<file path="src/rtl/iad_pkg.sv">
// ----------------------------------------------------------------------------
// iad_pkg
// Shared types, step table and index adjustment for the IMA ADPCM decoder.
// ----------------------------------------------------------------------------
`default_nettype none

package iad_pkg;

	localparam int unsigned IdxMax = 88;

	localparam logic signed [15:0] SampleMax = 16'sh7fff;
	localparam logic signed [15:0] SampleMin = 16'sh8000;

	// decoder state carried between nibbles
	typedef struct packed {
		logic signed [15:0] pred;
		logic [6:0]         pos;
	} state_t;

	// standard step size table; position 88 and every position above it read 32767
	function automatic logic [14:0] step_size(input logic [6:0] pos);
		logic [14:0] s;
		unique case (pos)
			7'd0:  s = 15'd7;     7'd1:  s = 15'd8;     7'd2:  s = 15'd9;     7'd3:  s = 15'd10;
			7'd4:  s = 15'd11;    7'd5:  s = 15'd12;    7'd6:  s = 15'd13;    7'd7:  s = 15'd14;
			7'd8:  s = 15'd16;    7'd9:  s = 15'd17;    7'd10: s = 15'd19;    7'd11: s = 15'd21;
			7'd12: s = 15'd23;    7'd13: s = 15'd25;    7'd14: s = 15'd28;    7'd15: s = 15'd31;
			7'd16: s = 15'd34;    7'd17: s = 15'd37;    7'd18: s = 15'd41;    7'd19: s = 15'd45;
			7'd20: s = 15'd50;    7'd21: s = 15'd55;    7'd22: s = 15'd60;    7'd23: s = 15'd66;
			7'd24: s = 15'd73;    7'd25: s = 15'd80;    7'd26: s = 15'd88;    7'd27: s = 15'd97;
			7'd28: s = 15'd107;   7'd29: s = 15'd118;   7'd30: s = 15'd130;   7'd31: s = 15'd143;
			7'd32: s = 15'd157;   7'd33: s = 15'd173;   7'd34: s = 15'd190;   7'd35: s = 15'd209;
			7'd36: s = 15'd230;   7'd37: s = 15'd253;   7'd38: s = 15'd279;   7'd39: s = 15'd307;
			7'd40: s = 15'd337;   7'd41: s = 15'd371;   7'd42: s = 15'd408;   7'd43: s = 15'd449;
			7'd44: s = 15'd494;   7'd45: s = 15'd544;   7'd46: s = 15'd598;   7'd47: s = 15'd658;
			7'd48: s = 15'd724;   7'd49: s = 15'd796;   7'd50: s = 15'd876;   7'd51: s = 15'd963;
			7'd52: s = 15'd1060;  7'd53: s = 15'd1166;  7'd54: s = 15'd1282;  7'd55: s = 15'd1411;
			7'd56: s = 15'd1552;  7'd57: s = 15'd1707;  7'd58: s = 15'd1878;  7'd59: s = 15'd2066;
			7'd60: s = 15'd2272;  7'd61: s = 15'd2499;  7'd62: s = 15'd2749;  7'd63: s = 15'd3024;
			7'd64: s = 15'd3327;  7'd65: s = 15'd3660;  7'd66: s = 15'd4026;  7'd67: s = 15'd4428;
			7'd68: s = 15'd4871;  7'd69: s = 15'd5358;  7'd70: s = 15'd5894;  7'd71: s = 15'd6484;
			7'd72: s = 15'd7132;  7'd73: s = 15'd7845;  7'd74: s = 15'd8630;  7'd75: s = 15'd9493;
			7'd76: s = 15'd10442; 7'd77: s = 15'd11487; 7'd78: s = 15'd12635; 7'd79: s = 15'd13899;
			7'd80: s = 15'd15289; 7'd81: s = 15'd16818; 7'd82: s = 15'd18500; 7'd83: s = 15'd20350;
			7'd84: s = 15'd22385; 7'd85: s = 15'd24623; 7'd86: s = 15'd27086; 7'd87: s = 15'd29794;
			default: s = 15'd32767;
		endcase
		return s;
	endfunction

	// index adjustment by code magnitude: -1 for 0..3, then +2, +4, +6, +8
	function automatic logic signed [4:0] idx_adjust(input logic [2:0] mag);
		logic signed [4:0] a;
		if (mag[2]) begin
			a = 5'(({3'b000, mag[1:0]} + 5'd1) << 1);
		end else begin
			a = -5'sd1;
		end
		return a;
	endfunction

endpackage

`default_nettype wire

</file>
<file path="src/rtl/iad_nibble.sv">
// ----------------------------------------------------------------------------
// iad_nibble
// Combinational decode of one 4-bit code: predictor and step index update.
// ----------------------------------------------------------------------------
`default_nettype none

module iad_nibble (
	input  wire iad_pkg::state_t cur,
	input  wire logic [3:0]      code,
	output iad_pkg::state_t      nxt
);

	logic [6:0]         pos;
	logic [14:0]        step;
	logic [15:0]        delta;
	logic signed [17:0] sum;
	logic signed [7:0]  np;
	logic signed [15:0] pred_n;
	logic [6:0]         pos_n;

	// clamp position for the lookup
	assign pos  = (cur.pos > 7'(iad_pkg::IdxMax)) ? 7'(iad_pkg::IdxMax) : cur.pos;
	assign step = iad_pkg::step_size(pos);

	// difference from the magnitude bits
	always_comb begin
		delta = {4'b0000, step[14:3]};
		if (code[2]) delta = delta + {1'b0, step};
		if (code[1]) delta = delta + {2'b00, step[14:1]};
		if (code[0]) delta = delta + {3'b000, step[14:2]};
	end

	// signed add or subtract, then saturate
	always_comb begin
		if (code[3]) begin
			sum = {{2{cur.pred[15]}}, cur.pred} - $signed({2'b00, delta});
		end else begin
			sum = {{2{cur.pred[15]}}, cur.pred} + $signed({2'b00, delta});
		end
		if (sum > 18'sd32767) begin
			pred_n = iad_pkg::SampleMax;
		end else if (sum < -18'sd32768) begin
			pred_n = iad_pkg::SampleMin;
		end else begin
			pred_n = sum[15:0];
		end
	end

	// step index update with clamp
	always_comb begin
		np = $signed({1'b0, pos}) + 8'(iad_pkg::idx_adjust(code[2:0]));
		if (np < 8'sd0) begin
			pos_n = 7'd0;
		end else if (np > 8'sd88) begin
			pos_n = 7'(iad_pkg::IdxMax);
		end else begin
			pos_n = np[6:0];
		end
	end

	assign nxt = '{pred: pred_n, pos: pos_n};

endmodule

`default_nettype wire

</file>
<file path="src/rtl/ima_adpcm_decoder_unit.sv">
// ----------------------------------------------------------------------------
// ima_adpcm_decoder_unit
// IMA ADPCM decoder, one byte in (two codes), two 16-bit samples out.
// ----------------------------------------------------------------------------
//  channel | dir | tdata                              | tuser
//  s_axis  | in  | [7:0] data_byte                    | [0] restart
//  m_axis  | out | [15:0] sample_first, [31:16] second | -
//
//  one beat per cycle while m_axis is not stalled; each beat passes the input
//  register and then the output register; the predictor and step index chain
//  of both nibbles sits between those two registers and sets the clock period
//  reset clears the stage valids and the decoder state to zero
//  a stall on m_axis holds the output register; one more beat waits in the
//  input register before s_axis_tready drops
// ----------------------------------------------------------------------------
`default_nettype none

module ima_adpcm_decoder_unit (
	input  wire logic        clk,
	input  wire logic        arst_n,
	input  wire logic        s_axis_tvalid,
	output logic             s_axis_tready,
	input  wire logic [7:0]  s_axis_tdata,   // [7:0] data_byte
	input  wire logic        s_axis_tuser,   // [0] restart
	output logic             m_axis_tvalid,
	input  wire logic        m_axis_tready,
	output logic [31:0]      m_axis_tdata    // [15:0] sample_first, [31:16] sample_second
);

	logic            valid_s1;
	logic [7:0]      byte_s1;
	logic            restart_s1;
	logic            valid_s2;
	logic [31:0]     data_s2;
	iad_pkg::state_t state_q;
	iad_pkg::state_t st_in;
	iad_pkg::state_t st_mid;
	iad_pkg::state_t st_out;
	logic            out_free;
	logic            advance;

	// handshake between the two stages
	assign out_free      = !valid_s2 || m_axis_tready;
	assign advance       = valid_s1 && out_free;
	assign s_axis_tready = !valid_s1 || out_free;

	// input register
	always_ff @(posedge clk or negedge arst_n) begin
		if (!arst_n) begin
			valid_s1 <= 1'b0;
		end else if (s_axis_tready) begin
			valid_s1 <= s_axis_tvalid;
		end
	end

	always_ff @(posedge clk) begin
		if (s_axis_tready && s_axis_tvalid) begin
			byte_s1    <= s_axis_tdata;
			restart_s1 <= s_axis_tuser;
		end
	end

	// restart clears the state ahead of the low nibble
	always_comb begin
		if (restart_s1) begin
			st_in = '0;
		end else begin
			st_in = state_q;
		end
	end

	iad_nibble u_lo (
		.cur  (st_in),
		.code (byte_s1[3:0]),
		.nxt  (st_mid)
	);

	iad_nibble u_hi (
		.cur  (st_mid),
		.code (byte_s1[7:4]),
		.nxt  (st_out)
	);

	// decoder state
	always_ff @(posedge clk or negedge arst_n) begin
		if (!arst_n) begin
			state_q <= '0;
		end else if (advance) begin
			state_q <= st_out;
		end
	end

	// output register
	always_ff @(posedge clk or negedge arst_n) begin
		if (!arst_n) begin
			valid_s2 <= 1'b0;
		end else if (out_free) begin
			valid_s2 <= valid_s1;
		end
	end

	always_ff @(posedge clk) begin
		if (advance) begin
			data_s2 <= {st_out.pred, st_mid.pred};
		end
	end

	assign m_axis_tvalid = valid_s2;
	assign m_axis_tdata  = data_s2;

endmodule

`default_nettype wire

</file>
<file path="config.mk">
export PLATFORM = sky130hd
export DESIGN_NAME = ima_adpcm_decoder_unit
export DESIGN_NICKNAME = d
export VERILOG_FILES = /design/src/rtl/iad_pkg.sv /design/src/rtl/iad_nibble.sv /design/src/rtl/ima_adpcm_decoder_unit.sv
export SDC_FILE = /design/constraint.sdc
export NUM_CORES = 1
export LEC_CHECK = 0
export BUFFER_PORTS_ARGS = -buffer_cell sky130_fd_sc_hd__clkbuf_2
export CAP_MARGIN = 10
export CORE_AREA = 2 2 209 211
export CTS_CLUSTER_SIZE = 25
export DETAILED_ROUTE_END_ITERATION = 12
export DIE_AREA = 0 0 211 213
export PLACE_DENSITY = 0.56
export SYNTH_ARGS = -nofsm -noshare
export SYNTH_HDL_FRONTEND = slang
export SYNTH_SLANG_ARGS = --single-unit
</file>
<file path="constraint.sdc">
create_clock -name clk -period 15.3 [get_ports clk]
set_input_delay 0.765 -clock clk [delete_from_list [all_inputs] [get_ports clk]]
set_output_delay 0.765 -clock clk [all_outputs]
set_load 0.05 [all_outputs]
</file>
==> key figures <==
STA
  – Clock period minus worst slack: around 14,000 ps
  – Final setup violation count: 0
  – Fin crit share: 94.1%
  – Number of max-slew violations in the final report: 0
  – Worst max-slew margin expressed relative to the limit: approximately a fifth
  – Final hold violation count: 0
  – Transition time at the pin with the least slew margin: 1190 ps
  – Max Freq: 69.5 MHz
  – Fin worst setup slack: around 900 ps
  – Post-Route Skew: 13.7 ps

Synthesis
  – Netlist cell types: 100
  – Share of Yosys cell area claimed by the top area cell type: 13.3%
  – Share of flip-flops with an asynchronous set or reset after synthesis: 37.9%
  – Synthesized netlist net count: 2,179
  – Count of synthesis-stage warnings from yosys: 0
  – Flop and latch count out of synthesis: 66
  – Most frequent cell after synthesis: sky130_fd_sc_hd__nand2_1
  – Top post-synthesis cells by count: sky130_fd_sc_hd__nand2_1 (176), sky130_fd_sc_hd__nor2_1 (168), sky130_fd_sc_hd__ha_1 (157), sky130_fd_sc_hd__a21oi_1 (149), sky130_fd_sc_hd__o21ai_0 (135)
  – Combined area of all synthesized cells: about 15,000 um2
  – Synth area leaders: sky130_fd_sc_hd__ha_1 (13%), sky130_fd_sc_hd__edfxtp_1 (8.3%), sky130_fd_sc_hd__a21oi_1 (5.1%)
  – Flip-flop cell with the highest count after synthesis: sky130_fd_sc_hd__edfxtp_1
  – Count of flip-flops with a built-in enable after synthesis: 41
  – Post-Syn Instances: 1,999
  – Mean Syn Cell Area: 7.38 um2
  – Proportion of synthesized chip area in sequential cells: 12.6%
  – Most area-hungry cell type in the Yosys netlist: sky130_fd_sc_hd__ha_1

Cells and area
  – Post-synthesis to final-layout area growth: 11.0%
  – Fraction of layout cells with a size suffix above 1: 12.1%
  – Layout net count: 2,227
  – Antenna Diode Count: 0
  – Finished layout cell area: 16,400 um2

Critical path
  – Data arrival time of the critical path: between 10,000 and 15,000 ps
  – Type of the worst setup path: reg -> reg
  – Element type at the critical path end: flop
  – Cell with the largest stage delay on the worst path: sky130_fd_sc_hd__o31ai_1
  – Startpoint types: flop
  – Max stage delay on crit path: roughly 900 ps
  – Count of cells along the worst register-to-register path: 57
  – Cell with the most instances on the worst path: sky130_fd_sc_hd__ha_1
  – Minimum setup slack among reg-to-reg paths: 900 ps
  – Critical register-to-register path startpoint: restart_s1
  – Req. time, crit path: 15,410 ps
  – Worst reg2reg path endpoint: m_axis_tdata[17]
  – Maximum net fanout on the critical path: 23

Floorplanning
  – Die Y-Extent: about 210 um
  – Top-level port count: 47
  – Area inside the core boundary: 42,700 um2
  – Die footprint: 44,900 um2
  – X dimension of the die: 211 um
  – Starting utilization of the core area: around a third
  – FP Rows: 76

GRT
  – Pin count of the biggest net entering global routing: 61
  – Total routing resource utilization after global routing: 24.9%
  – Initial antenna violation count: 0
  – Global route total overflow: 0
  – Vias in the first global route: ~15,000
  – First-pass GRT wire length: 88.3 mm

Place
  – Placer's final routability congestion estimate: approximately 0.96
  – DPL Wire Length: 44.3 mm
  – Number of port buffers: 46
  – Placed instance area: 15,900 um2
  – Worst slack at placement: -277 ps

Route
  – DRC violation count after routing: 0
  – Drt pass-1 iters: 6
  – Number of routed nets with antenna violations: 0
  – Vias per inst: 6.21
  – Average routed wire per standard cell: 22.0 um
  – Total via count in the routed design: ~16,000
  – Initial DRC count: 1,530
  – Overall routed net length: 57.2 mm

Clocking
  – Clock tree from TritonCTS: built
  – Clock latency reported for the late side of the worst-skew pair: 360 ps
  – Number of buffers on the longest clock path: 2
  – Clock transition at path regs: approximately 70 ps
  – Maximum level of the CTS H-tree: 3
  – Clock sink count: 66
  – Number of buffers added by the clock tree synthesis step: 9
  – Number of hold-repair buffers added at the cts stage: 0
  – Root buffer selected by CTS: sky130_fd_sc_hd__clkbuf_16

Outcome
  – Run status: finished clean

Flow run
  – Number of max-capacitance violations reported: 0

Min path
  – Min-delay worst type: in -> async
## flip-flops by register name, summed over array words and instances, names as in the netlist
signal,count
restart_s1,1
byte_s1,8
m_axis_tdata,32
state_q,23
valid_s1,1
m_axis_tvalid,1
## critical path: cells and delay by family (launching register included)
family	cells	cell delay, ps
flops	1	460
compound gates	19	5010
xor+xnor	4	700
buf+inv	8	1140
fa+ha+maj	7	2340
simple gates	19	4500
## layout make-up
type                       instances  area (um2)
multi-input combinational       1734       12200
timing repair buffer             140         948
clock buffer                       9         225
sequential                        66        1860
inverter                          96         365
fill                            4458       26300
clock inverter                     7        76.3
tap                              546         683
## routing by layer
metal | GRT usage (%) | part of all wire (%)
met1 | 33.8 | 45
met2 | 40.8 | 46
met3 | 3.28 | 7.0
met4 | 7.94 | 3.0
met5 | 0 | 0
## cell usage in the layout (no fill, tap or decap), types with 15 or more instances in the layout
cell | Yosys | layout
sky130_fd_sc_hd__a211oi_1 | 28 | 26
sky130_fd_sc_hd__a21o_1 | 54 | 54
sky130_fd_sc_hd__a21oi_1 | 149 | 149
sky130_fd_sc_hd__a31oi_1 | 55 | 55
sky130_fd_sc_hd__and2_1 | 15 | 15
sky130_fd_sc_hd__buf_4 | 3 | 93
sky130_fd_sc_hd__clkbuf_2 | 0 | 46
sky130_fd_sc_hd__dfrtp_1 | 25 | 25
sky130_fd_sc_hd__edfxtp_1 | 41 | 41
sky130_fd_sc_hd__ha_1 | 157 | 154
sky130_fd_sc_hd__inv_1 | 87 | 86
sky130_fd_sc_hd__mux2_2 | 16 | 16
sky130_fd_sc_hd__mux2i_1 | 25 | 25
sky130_fd_sc_hd__nand2_1 | 176 | 174
sky130_fd_sc_hd__nand2b_1 | 35 | 35
sky130_fd_sc_hd__nand3_1 | 36 | 36
sky130_fd_sc_hd__nand4_1 | 17 | 17
sky130_fd_sc_hd__nor2_1 | 168 | 168
sky130_fd_sc_hd__nor2b_1 | 38 | 37
sky130_fd_sc_hd__nor3_1 | 57 | 56
sky130_fd_sc_hd__nor4_1 | 21 | 20
sky130_fd_sc_hd__o211ai_1 | 37 | 37
sky130_fd_sc_hd__o21a_1 | 32 | 32
sky130_fd_sc_hd__o21ai_0 | 135 | 131
sky130_fd_sc_hd__o21ai_1 | 17 | 20
sky130_fd_sc_hd__o22ai_1 | 17 | 17
sky130_fd_sc_hd__o31ai_1 | 24 | 23
sky130_fd_sc_hd__or3_1 | 17 | 15
sky130_fd_sc_hd__xnor2_1 | 77 | 75
sky130_fd_sc_hd__xor2_1 | 48 | 48
## repair_timing
action	in CTS	in global routing
endpoints found under the setup margin	32	32
setup buffers	0	6
pin swaps	0	6
gates resized for setup	2	24
## stage by stage
step	utilization (%)	TNS, ps	hold slack, ps	instances
3_3_place_gp	37.2	-493	464	2576
4_1_cts	38.0	0	485	2592
2_1_floorplan	-	0	448	1999
3_5_place_dp	37.2	-4710	471	2576
6_report	38.4	0	478	2598
5_1_grt	38.4	-1230	510	2598
## cell families after synthesis
kind of cell | count (synthesis) | synth area share, %
AOI/OAI and AO/OA | 744 | 34.4
xor gates and xnor gates | 128 | 7.75
adders and majority gates | 168 | 14.7
buffers and inverters | 199 | 5.51
DFF | 66 | 12.6
muxes | 47 | 3.56
and+or+nand+nor | 647 | 21.5
## worst max-delay path by stage
stage               startpoint                to
floorplan           state_q[3]  m_axis_tdata[20]
global placement    state_q[6]       state_q[15]
detailed placement  state_q[6]       state_q[17]
CTS                 state_q[6]       state_q[17]
global route        state_q[6]  m_axis_tdata[16]
finish              restart_s1  m_axis_tdata[17]
Power is not shown: default switching activity piles up to over one toggle a cycle in this logic, so the estimate is an artifact.
